## src/rtl/bucket_priority_queue_unit_macros.svh

```systemverilog
// Assertion macros shared by the queue RTL
`ifndef BUCKET_PRIORITY_QUEUE_UNIT_MACROS_SVH
`define BUCKET_PRIORITY_QUEUE_UNIT_MACROS_SVH
`ifndef ASSERT_OFF
`define BPQ_ASSERT(label, clk, rst_n, prop, msg) \
	label: assert property (@(posedge clk) disable iff (!rst_n) (prop)) else $error(msg);
`define BPQ_ASSERT_NEXT(label, clk, rst_n, pre, post, msg) \
	label: assert property (@(posedge clk) disable iff (!rst_n) (pre) |=> (post)) else $error(msg);
`else
`define BPQ_ASSERT(label, clk, rst_n, prop, msg)
`define BPQ_ASSERT_NEXT(label, clk, rst_n, pre, post, msg)
`endif
`endif

```

## src/rtl/bpq_pkg.sv

```systemverilog
// Package: beat types, op codes, status codes and command structs
`timescale 1ns / 1ps
`default_nettype none
package bpq_pkg;
	localparam logic [1:0] MODE_INSERT    = 2'd0;
	localparam logic [1:0] MODE_REMOVE    = 2'd1;
	localparam logic [1:0] MODE_POP_FIRST = 2'd2;
	localparam logic [1:0] MODE_POP_LAST  = 2'd3;

	localparam logic [1:0] ST_DONE       = 2'd0;
	localparam logic [1:0] ST_EMPTY      = 2'd1;
	localparam logic [1:0] ST_QUEUED     = 2'd2;
	localparam logic [1:0] ST_NOT_QUEUED = 2'd3;

	typedef struct packed {
		logic [1:0] mode;
		logic [7:0] node_id;
		logic [5:0] weight;
	} in_beat_t;

	typedef struct packed {
		logic [7:0] node_out;
		logic       found;
		logic [1:0] status;
	} out_beat_t;

	// controller to datapath
	typedef struct packed {
		logic capture;  // latch the input beat, read bucket pointers
		logic pick;     // take pop target and old head from pointer RAMs
		logic decide;   // evaluate special cases, write own prev on insert
		logic commit;   // write neighbours, buckets and flags
	} bpq_cmd_t;
endpackage
`default_nettype wire

```

## src/rtl/bpq_ctrl.sv

```systemverilog
// Controller: sequences capture, pick, link read, decide, commit and result
`timescale 1ns / 1ps
`default_nettype none
`include "bucket_priority_queue_unit_macros.svh"
module bpq_ctrl import bpq_pkg::*; (
	input  wire logic clk,
	input  wire logic arst_n,
	input  wire logic in_valid,
	output logic      in_ready,
	output logic      out_valid,
	input  wire logic out_ready,
	output bpq_cmd_t  cmd
);
	localparam logic [2:0] S_IDLE = 3'd0;
	localparam logic [2:0] S_PICK = 3'd1;
	localparam logic [2:0] S_LINK = 3'd2;
	localparam logic [2:0] S_DEC  = 3'd3;
	localparam logic [2:0] S_COM  = 3'd4;
	localparam logic [2:0] S_OUT  = 3'd5;

	logic [2:0] state_q;

	assign in_ready  = (state_q == S_IDLE);
	assign out_valid = (state_q == S_OUT);
	always_comb begin
		cmd = '0;
		cmd.capture = in_valid && in_ready;
		cmd.pick    = (state_q == S_PICK);
		cmd.decide  = (state_q == S_DEC);
		cmd.commit  = (state_q == S_COM);
	end

	always_ff @(posedge clk or negedge arst_n) begin
		if (!arst_n)
			state_q <= S_IDLE;
		else begin
			unique case (state_q)
				S_IDLE: if (in_valid) state_q <= S_PICK;
				S_PICK: state_q <= S_LINK;
				S_LINK: state_q <= S_DEC;
				S_DEC:  state_q <= S_COM;
				S_COM:  state_q <= S_OUT;
				S_OUT:  if (out_ready) state_q <= S_IDLE;
				default: state_q <= S_IDLE;
			endcase
		end
	end

	`BPQ_ASSERT_NEXT(a_cap_pick, clk, arst_n, cmd.capture, state_q == S_PICK,
		"capture not followed by pick")
	`BPQ_ASSERT(a_no_overlap, clk, arst_n, !(in_ready && out_valid),
		"ready while result pending")
	`BPQ_ASSERT_NEXT(a_com_out, clk, arst_n, cmd.commit, out_valid,
		"commit not followed by result")
endmodule
`default_nettype wire

```

## config.mk

```make
export PLATFORM = sky130hd
export DESIGN_NAME = bpq_ctrl
export DESIGN_NICKNAME = d
export VERILOG_FILES = /design/src/rtl/bpq_pkg.sv /design/src/rtl/bpq_ctrl.sv
export VERILOG_INCLUDE_DIRS = /design/src /design/src/rtl
export SDC_FILE = /design/constraint.sdc
export NUM_CORES = 1
export LEC_CHECK = 0
export ABC_AREA = 1
export BUFFER_PORTS_ARGS = -buffer_cell sky130_fd_sc_hd__buf_2
export CAP_MARGIN = 20
export CORE_AREA = 2 2 39 41
export DETAILED_ROUTE_END_ITERATION = 10
export DIE_AREA = 0 0 41 43
export GPL_TIMING_DRIVEN = 0
export SLEW_MARGIN = 20
export SYNTH_ARGS = -nofsm -noshare
export SYNTH_HDL_FRONTEND = slang
export SYNTH_SLANG_ARGS = --single-unit
export TNS_END_PERCENT = 30
```

## constraint.sdc

```tcl
create_clock -name clk -period 1.3 [get_ports clk]
set_clock_uncertainty 0.05 [all_clocks]
set_input_delay 0.13 -clock clk [delete_from_list [all_inputs] [get_ports clk]]
set_output_delay 0.13 -clock clk [all_outputs]
set_load 0.1 [all_outputs]
```

# Word-level counts from Yosys, hierarchy flattened
# Cells that the tools add are included.
# totals
reg_bits,3
out_inout_bits,6
word_cells,14
in_bits,4
# classes
mux,3
eq_ne,7
reduce_logical,3
# ops
cell,n
3-bit case mux with 6 select lines,1
"3-bit by 2-bit equality test with 1-bit output, second input constant",2
"3-bit equality test, second input constant",2
3-bit two-way mux,2
"3-bit by 1-bit equality test with 1-bit output, second input constant",1
3-bit logical NOT,1
"2-bit by 1-bit inequality test with 1-bit output, second input constant",1
"2-bit inequality test, second input constant",1
2-bit AND reduction,1
1-bit logical AND,1

# Depth between registers and ports, before layout
# logic_depth
word_depth,3
mapped_depth,4

# Least setup slack after synthesis
# No wires, ideal clock.
# synth_path
path_kind,register to output
start,register state_q[0]
end,output port out_valid
arrival_ps,2530
required_time_ps,1120
stages_incl_launch_ff,3
path_slack_ps,-1410
path_cell_list,dfrtp_1 -> inv_1 -> nor3_1
# synth_between
elab_chain_len,1
# synth_rtl
element,line,text
from (decl),bpq_ctrl.sv:21,logic [2:0] state_q;
from (signal assigned),bpq_ctrl.sv:35,state_q <= S_IDLE;
from (signal assigned),bpq_ctrl.sv:38,S_IDLE: if (in_valid) state_q <= S_PICK;
from (signal assigned),bpq_ctrl.sv:39,S_PICK: state_q <= S_LINK;
3-bit equality test,bpq_ctrl.sv:24,assign out_valid = (state_q == S_OUT);
to (decl),bpq_ctrl.sv:10,"output logic out_valid,"
# No other way between the ends.

==> metrics.csv <==
stage;metric;value;unit
sta;Worst Tran Pin Value;241;ps
final_layout;final cell utilization of the core;0.311;
critical_path;Worst Setup End Kind;output port;
cts;Max clock buf depth;2;
cts;Clock Tree Root;clkbuf_4;
cts;CTS sink count;3;
final_layout;Total Nets Final;45;
die;core area;0.00138;mm2
synth;synth unique cells;9;
final_layout;commonest non-fill, non-tap cell in the layout;buf_12;
worst_hold_path;Worst Hold Class;primary input to flip-flop;
synth;Synth Cell Area;176;um2
placement;dpl cells;51;
critical_path;worst reg2reg path startpoint;state_q[1];
sta;final setup margin;-90.9;ps
placement;Port Buf Inserts;9;
sta;setup TNS;-348;ps
grt;grt total ovfl;0;
final_layout;share of layout cells above drive strength 1;0.600;
sta;period utilization;1.07;
synth;Post-Syn Nets;30;
sta;unrepaired setup endpoints after global routing;yes;
final_layout;largest reg by FF count;state_q;
cts;H-tree levels;1;
die;Die Span Y;43;um
outcome;status;finished, violations left;
synth;synth warn;0;
die;Starting Density;0.127;
sta;final hold slack;127;ps
die;# rows;14;
synth;Synth Register Bits;3;
synth;Post-Synthesis Cells;26;
critical_path;CP endpoint;cmd[3];
die;die width;41;um
grt;largest net degree at the start of global routing;8;
sta;final count of hold timing violations;0;
critical_path;Worst Path Max Fanout;7;
final_layout;area grow syn2layout;144;%
grt;GRT Total Usage;0.0675;
cts;CTS tree;built;
grt;vias in the first global route;235;
drt;Routed Antenna Nets;0;
critical_path;Critical Path Most Common Cell;nor2_4;
critical_path;CP top delay family;flip-flops;
critical_path;worst-path cell chain;nor2_4 > nand2_4 > nor2_4 > buf_12;
grt;first-pass GRT wire length;779;um
critical_path;CP arrival;1210;ps
sta;achievable frequency;719;MHz
final_layout;# diodes;0;
critical_path;R2R depth;4;
cts;cts bufs inserted;3;
sta;crit path time final;1390;ps
critical_path;worst setup path start;state_q[1];
sta;final setup violating endpoints;6;
placement;Final Wtd Congestion;0.643;
final_layout;max reg flops;3;
grt;initial antenna violation count;0;
drt;post-DR wirelength/cell;7.64;um
drt;total wire length;428;um
critical_path;crit path kind;flip-flop to output port;
critical_path;Buf+Inv Stages, Crit Path;1;
synth;Synth Area per Inst;6.79;um2
drt;drt via density;3.77;
critical_path;CP Data Required Time;1120;ps
drt;Iter 0 DRT Violations;0;
drt;Initial DRT Pass Iterations;1;
sta;Worst slew margin;0.840;
synth;Seq/Total Area, Yosys;0.426;
cts;Clock transition at path regs;40;ps
outcome;failing checks;negative setup slack;
critical_path;flop-to-flop setup slack;270;ps
critical_path;worst r2r dst;state_q[2];
sta;Pins Over Slew Limit;0;
critical_path;CP Launch Type;flip-flop;
critical_path;Stages on worst setup path;4;
drt;DRC;0;
placement;Post-DP HPWL;341;um
die;die footprint;0.00176;mm2
final_layout;Top Registers;state_q (3);
drt;Vias;211;
cts;worst-skew pair later-pin latency;230;ps
final_layout;most frequent cells in the layout;6 x buf_12, 5 x nand2_1, 4 x inv_1;
job;Max Cap Viol;0;
die;Boundary Pins;10;
critical_path;slowest cell on the critical path;dfrtp_2;
final_layout;post-route insts no fill;56;
critical_path;Max stage delay on crit path;490;ps
## kinds of logic after synthesis
kind of cell	share of synthesized area
DFF	0.426
AOI/OAI and AO/OA	0.0283
and+or+nand+nor	0.418
buffers and inverters	0.128
## final cells by class
type,instances,area [um2]
Sequential cell,3,78.8
Tap cell,16,20.0
Fill cell,152,953
Timing Repair Buffer,10,145
Multi-Input combinational cell,17,135
Clock buffer,4,26.3
Inverter,6,25.0
## Yosys cell counts
master / instances / area [um2]
inv_1: 6 / 22.5
nand2_1: 6 / 22.5
nor2_1: 5 / 18.8
dfrtp_1: 3 / 75.1
nor3_1: 2 / 10.0
a21oi_1: 1 / 5.00
nand4_1: 1 / 6.26
nor2_2: 1 / 6.26
nor3_2: 1 / 10.0
## what timing repair did
item | CTS | global route
hold buffers | 1 | 0
endpoints found under the hold margin | 3 | 0
pin swaps | 1 | 0
setup endpoints to repair | 6 | 6
setup buffers | 0 | 0
resized for setup | 28 | 1
## metal layers
layer	global-route usage	part of all wire	vias up
met3	0.0366	0.063	0
met2	0.0969	0.57	5
met1	0.0649	0.37	99
met5	0	0	-
met4	0.0600	0	0
li1	-	-	107
## metrics by stage
stage               setup WS [ps]  cell area [um2]
floorplan                    -297              223
global placement             -144              288
detailed placement           -145              288
CTS                          -100              425
global route                 -144              430
finish                      -90.9              430
## worst reg2reg max path, cell delays in order (launching register included)
cell and delay (ps):
dfrtp_2 490, nand2_1 160, nor2_4 50, nor2_1 110
nand2_1 60
## how the worst min path moves through the flow
stage / slack, ps / depth (start not counted) / from / end
3_5_place_dp: -120 / 1 / arst_n / state_q[0]
5_1_grt: 130 / 3 / in_valid / state_q[0]
6_report: 130 / 3 / in_valid / state_q[0]
4_1_cts: 130 / 3 / in_valid / state_q[0]
3_3_place_gp: -120 / 1 / arst_n / state_q[0]
2_1_floorplan: -220 / 0 / arst_n / state_q[0]
Power is left out: the tool's default activity adds up to more than one toggle a clock period on the data nets, which glitch-free logic cannot reach.
